==> src/sv/suks_pkg.sv <==
`timescale 1ns / 1ps

package suks_pkg;

    localparam int CAPACITY = 16;
    localparam int KEY_W    = 32;
    localparam int CNT_W    = $clog2(CAPACITY + 1);

    localparam logic [1:0] ACT_INSERT = 2'd0;
    localparam logic [1:0] ACT_DELETE = 2'd1;
    localparam logic [1:0] ACT_SEARCH = 2'd2;

    localparam logic [1:0] ST_DONE   = 2'd0;
    localparam logic [1:0] ST_DUP    = 2'd1;
    localparam logic [1:0] ST_ABSENT = 2'd2;
    localparam logic [1:0] ST_FULL   = 2'd3;

    typedef struct packed {
        logic [1:0]              action;
        logic signed [KEY_W-1:0] key;
    } req_t;

    typedef struct packed {
        logic [1:0] status;
        logic [4:0] entry_count;
    } rsp_t;

    typedef struct packed {
        logic ins;
        logic del;
    } cell_ctl_t;

endpackage

==> src/sv/suks_cell.sv <==
`timescale 1ns / 1ps

module suks_cell
    import suks_pkg::*;
(
    input  logic                    clk,
    input  logic                    rst_n,
    input  cell_ctl_t               ctl,
    input  logic signed [KEY_W-1:0] key,
    input  logic signed [KEY_W-1:0] prev_key,
    input  logic                    prev_valid,
    input  logic                    prev_gt,
    input  logic signed [KEY_W-1:0] next_key,
    input  logic                    next_valid,
    output logic signed [KEY_W-1:0] key_q,
    output logic                    valid_q,
    output logic                    eq,
    output logic                    gt
);

    logic signed [KEY_W-1:0] key_reg;
    logic signed [KEY_W-1:0] key_next;
    logic                    valid_reg;
    logic                    valid_next;
    logic                    lt;

    // lt: new key sorts before the held key
    assign eq = valid_reg && (key_reg == key);
    assign lt = valid_reg && (key < key_reg);
    assign gt = !valid_reg || lt;

    always_comb
    begin
        key_next   = key_reg;
        valid_next = valid_reg;
        if (ctl.ins && gt)
        begin
            if (prev_gt)
            begin
                key_next   = prev_key;
                valid_next = prev_valid;
            end
            else
            begin
                key_next   = key;
                valid_next = 1'b1;
            end
        end
        else if (ctl.del && (eq || lt))
        begin
            key_next   = next_key;
            valid_next = next_valid;
        end
    end

    always_ff @(posedge clk or negedge rst_n)
    begin
        if (!rst_n)
        begin
            valid_reg <= 1'b0;
        end
        else
        begin
            valid_reg <= valid_next;
        end
    end

    always_ff @(posedge clk)
    begin
        key_reg <= key_next;
    end

    assign key_q   = key_reg;
    assign valid_q = valid_reg;

endmodule

==> src/sv/sorted_unique_key_set.sv <==
`timescale 1ns / 1ps

// Sorted set of up to CAPACITY signed 32-bit keys with no duplicates. Each request
// (insert, delete or search) gives exactly one response with a status and the key
// count after the request. A request is taken every cycle while the response
// register is empty or being drained, and its response appears in the cycle after
// it is taken: every cell of the chain compares the key at once, and in the same
// cycle the cells above the insertion or deletion point shift by one slot. Action
// code 3 behaves as a search.
module sorted_unique_key_set
    import suks_pkg::*;
(
    input  logic clk,
    input  logic rst_n,
    input  logic req_valid,
    output logic req_ready,
    input  req_t req,
    output logic rsp_valid,
    input  logic rsp_ready,
    output rsp_t rsp
);

    logic signed [KEY_W-1:0] cell_key  [CAPACITY];
    logic                    cell_valid[CAPACITY];
    logic [CAPACITY-1:0]     cell_eq;
    logic [CAPACITY-1:0]     cell_gt;

    logic             take;
    logic             hit;
    logic             full;
    cell_ctl_t        ctl;
    logic [1:0]       status;
    logic [CNT_W-1:0] count_reg;
    logic [CNT_W-1:0] count_next;
    rsp_t             rsp_reg;
    rsp_t             rsp_next;
    logic             rsp_valid_reg;
    logic             rsp_valid_next;

    assign req_ready = !rsp_valid_reg || rsp_ready;
    assign take      = req_valid && req_ready;
    assign hit       = |cell_eq;
    assign full      = (count_reg == CNT_W'(CAPACITY));

    always_comb
    begin
        ctl        = '0;
        count_next = count_reg;
        status     = hit ? ST_DONE : ST_ABSENT;
        case (req.action)
            ACT_INSERT:
            begin
                if (hit)
                begin
                    status = ST_DUP;
                end
                else if (full)
                begin
                    status = ST_FULL;
                end
                else
                begin
                    status     = ST_DONE;
                    ctl.ins    = take;
                    count_next = count_reg + CNT_W'(1);
                end
            end
            ACT_DELETE:
            begin
                if (hit)
                begin
                    ctl.del    = take;
                    count_next = count_reg - CNT_W'(1);
                end
            end
            ACT_SEARCH:
            begin
            end
            default:
            begin
            end
        endcase
    end

    genvar i;
    generate
        for (i = 0; i < CAPACITY; i++)
        begin : g_cell
            logic signed [KEY_W-1:0] prev_key;
            logic                    prev_valid;
            logic                    prev_gt;
            logic signed [KEY_W-1:0] next_key;
            logic                    next_valid;

            if (i == 0)
            begin : g_head
                assign prev_key   = req.key;
                assign prev_valid = 1'b0;
                assign prev_gt    = 1'b0;
            end
            else
            begin : g_body
                assign prev_key   = cell_key[i-1];
                assign prev_valid = cell_valid[i-1];
                assign prev_gt    = cell_gt[i-1];
            end

            if (i == CAPACITY - 1)
            begin : g_tail
                assign next_key   = req.key;
                assign next_valid = 1'b0;
            end
            else
            begin : g_inner
                assign next_key   = cell_key[i+1];
                assign next_valid = cell_valid[i+1];
            end

            suks_cell u_cell (
                .clk        (clk),
                .rst_n      (rst_n),
                .ctl        (ctl),
                .key        (req.key),
                .prev_key   (prev_key),
                .prev_valid (prev_valid),
                .prev_gt    (prev_gt),
                .next_key   (next_key),
                .next_valid (next_valid),
                .key_q      (cell_key[i]),
                .valid_q    (cell_valid[i]),
                .eq         (cell_eq[i]),
                .gt         (cell_gt[i])
            );
        end
    endgenerate

    always_comb
    begin
        rsp_next       = rsp_reg;
        rsp_valid_next = rsp_valid_reg;
        if (rsp_valid_reg && rsp_ready)
        begin
            rsp_valid_next = 1'b0;
        end
        if (take)
        begin
            rsp_next.status      = status;
            rsp_next.entry_count = 5'(count_next);
            rsp_valid_next       = 1'b1;
        end
    end

    always_ff @(posedge clk or negedge rst_n)
    begin
        if (!rst_n)
        begin
            count_reg     <= '0;
            rsp_valid_reg <= 1'b0;
        end
        else
        begin
            if (take)
            begin
                count_reg <= count_next;
            end
            rsp_valid_reg <= rsp_valid_next;
        end
    end

    // transfer payload
    always_ff @(posedge clk)
    begin
        rsp_reg <= rsp_next;
    end

    assign rsp_valid = rsp_valid_reg;
    assign rsp       = rsp_reg;

endmodule
==> config.mk <==
export PLATFORM = sky130hd
export DESIGN_NAME = sorted_unique_key_set
export DESIGN_NICKNAME = d
export VERILOG_FILES = /design/src/sv/suks_pkg.sv /design/src/sv/suks_cell.sv /design/src/sv/sorted_unique_key_set.sv
export SDC_FILE = /design/constraint.sdc
export NUM_CORES = 2
export LEC_CHECK = 0
export ABC_AREA = 0
export BUFFER_PORTS_ARGS = -buffer_cell sky130_fd_sc_hd__buf_2
export CAP_MARGIN = 20
export CORE_MARGIN = 5
export CORE_UTILIZATION = 45
export CTS_BUF_LIST = sky130_fd_sc_hd__clkbuf_8 sky130_fd_sc_hd__clkbuf_16
export DETAILED_ROUTE_END_ITERATION = 16
export PLACE_DENSITY_LB_ADDON = 0.1
export SETUP_SLACK_MARGIN = 0.02
export SYNTH_ARGS = -nofsm -noshare
export SYNTH_HDL_FRONTEND = slang
export SYNTH_SLANG_ARGS = --single-unit
==> constraint.sdc <==
create_clock -name clk -period 10.2 [get_ports clk]
set_clock_uncertainty 0.15 [all_clocks]
set_input_delay 1.02 -clock clk [delete_from_list [all_inputs] [get_ports clk]]
set_output_delay 1.02 -clock clk [all_outputs]
set_load 0.01 [all_outputs]
==> run metrics <==
Ys Warns=0; area grow syn2layout=9.627%; HPWL after DPL=103.7 mm; Comb pwr share=21.0%; Die Wd=311.3 um; Setup WS post-layout=4.143 ns; EDFF count, synth=519; fraction of the mapped netlist area in adder cells=15.74%; Worst-path clk slew=0.06 ns; Synth Cell Area=0.04085 sq mm; row cnt=110; Internal=4.463 mW; grt total ovfl=0; Power Dens Cells=144.4 mW/mm^2; CTS tree=yes; DRC viols=0; part of the cycle the worst path needs=59.38%; Vias/cell=6.003; largest family of logic cells by synthesized area=compound AO/OA/AOI/OAI gates; clock buffer count from CTS=70; Max Transition Viols Final=0; I/O pin total=47; Place WS=3.566 ns; RSZ-0062 raised after global routing=false; Worst VDD drop=0.1128 mV; final hold slack=0.3516 ns; largest net degree at the start of global routing=68; fmax=165.1 MHz; run status=finished, final reports clean; ratio of cells with drive above 1 in the final layout=6.850%; max FFs per register=512; Critical Path Start Type=input port; depth of the CTS H-tree=3; total die area=0.09690 sq mm; Post-DRT Antenna Nets=0; PostCTS Resize Cnt=0; Post-Place Cell Area=0.04241 sq mm; Yosys cell types=81; Worst-Margin Slew=1.100 ns; Final Net Count=4936; commonest non-fill, non-tap cell in the layout=inv_1; gr usage total=28.86%; Sink Count=541; initial antenna violation count=2; Clock Latency Late Sink=0.62 ns; number of global-route vias before repair=32.31k; Worst setup EP type=flip-flop; Post-synth ARST share=4.067%; WS Path Type=input port to flip-flop; post-synthesis mux area share=8.334%; post-layout util=49.75%; Slew HR=26.68%; NetSw=2.005 mW; most used cells in the layout excluding fill and tap cells=inv_1 (535), edfxtp_1 (519), ha_1 (514); global-route wire length before repair=212.1 mm; Cell Count, Final, Fillers Out=5615; MaxCap Viol Count=0; Setup TNS Final=0 ns; core area=0.09001 sq mm; register area share after synthesis=39.50%; clock network power share=38.2%; Syn Inst Count=4411; CP required=10.40 ns; Fin. Hold Viols=0; clock buffer depth=3; Syn Nets=4963; per-cell routed wire length=25.88 um; worst min path class=input port to asynchronous set/reset pin; Final min period=6.057 ns; initial cell density of the core=45.38%; prevailing post-synth register cell=edfxtp_1; Post-Synth XOR/XNOR Area=0.1286%; Port Buffers=46; Synth Area in Compound Gates=17.38%; number of synthesized register bits=541; Critical Path Fanout Max=67; Post-CTS Repair Setup Buffers=0; syn_area_per_cell=9.261 sq um; Clock Tree Root=clkbuf_16; final setup vio count=0; Die Ht=311.3 um; GP Congestion=0.9315; router iterations before antenna repair=6; Lkg Pwr=20.43 nW; flop2flop setup slack=4.79 ns; DR vias=33.71k; area share of and/or/nand/nor cells after synthesis=11.47%; number of DRC markers in iteration 0=3412; crit path DAT=6.26 ns; Sequential Power Share=40.8%; drt total wl=145.3 mm; switch share=31.00%; hold_buf cts=0; Power Total=6.467 mW; cell area after layout=0.04478 sq mm; dpl cells=5483
-- logic make-up after synthesis --
logic type               Yosys count
buffers and inverters            752
XOR/XNOR                           6
adder cells (fa/ha/maj)          514
AO/OA/AOI/OAI                   1235
AND/OR/NAND/NOR                 1031
multiplexers                     332
flip-flops                       541
-- layer usage --
metal / up-vias / routed length, um / global-route usage, %
li1: 15810 / - / -
met5: - / 13 / 0
met2: 1309 / 62810 / 44.32
met3: 290 / 10930 / 4.413
met1: 16300 / 64340 / 40.60
met4: 2 / 7238 / 12.65
-- cell usage after synthesis (5+ instances only) --
master / count / area [sq um]
inv_1: 521 / 1956
edfxtp_1: 519 / 15580
ha_1: 514 / 6431
a21oi_1: 485 / 2427
o21ai_0: 390 / 1952
nand2_1: 353 / 1325
nor2_1: 338 / 1269
mux2i_1: 267 / 2673
a21o_1: 159 / 1194
nand4_1: 120 / 750.7
clkbuf_1: 118 / 442.9
buf_2: 81 / 405.4
mux2_1: 57 / 641.9
nand3_1: 52 / 260.3
nor3_1: 46 / 230.2
a31oi_1: 34 / 212.7
nor2b_1: 27 / 168.9
o21a_1: 27 / 202.7
o21ai_1: 26 / 130.1
nand2b_1: 24 / 150.1
dfrtp_1: 22 / 550.5
a211oi_1: 21 / 157.7
nor4_1: 20 / 125.1
buf_4: 16 / 120.1
o22ai_1: 12 / 75.07
o211ai_1: 11 / 82.58
or2_2: 11 / 68.82
mux2_2: 8 / 90.09
o31ai_1: 8 / 60.06
and4_1: 7 / 61.31
buf_1: 7 / 26.28
buf_6: 7 / 78.83
a211o_1: 6 / 52.55
and2_1: 6 / 37.54
or3_1: 6 / 37.54
a2111oi_0: 5 / 43.79
-- area by class of cell --
cell class                      instances  area (sq um)
Fill cell                            8715         45230
Multi-Input combinational cell       3118         21990
Sequential cell                       541         16140
Inverter                              521          1956
Clock buffer                           79          1909
Tap cell                             1176          1471
Timing Repair Buffer                  132         980.9
Clock inverter                         47         336.6
Antenna cell                            1         2.502
-- worst max-delay path, cell delays in order --
cell and delay [ns]:
buf_2 0.53, buf_4 0.38, ha_1 0.22, nand4_1 0.11
nor4_1 0.59, nand3_1 0.44, nand4_1 0.31, nor4_4 0.07
buf_4 0.21, and3_4 0.32, o21ai_4 0.09, buf_4 0.57
nand2b_2 0.90, mux2_2 0.41
-- final timing paths --
path	end	startpoint	cells past startpoint
worst max-delay path	g_cell[15].u_cell.key_q[0]	req[28]	14
max in group asynchronous	g_cell[13].u_cell.valid_q	rst_n	1
worst min-delay path	count_reg[4]	rst_n	1
worst max register to register	g_cell[15].u_cell.key_q[0]	g_cell[13].u_cell.key_q[30]	13
worst min register to register	count_reg[4]	count_reg[4]	1
min in group clk	count_reg[4]	count_reg[4]	1
-- power groups by stage --
stage          combinational, mW  sequential (mW)  clock [mW]
6_report                    1.36             2.64        2.47
5_1_grt                     1.48             2.64        2.61
4_1_cts                     1.33             2.64        2.52
3_5_place_dp                1.33             2.68           0
3_3_place_gp                1.32             2.68           0
2_1_floorplan              0.921             2.62           0
Power figures use the tool's default switching activity.
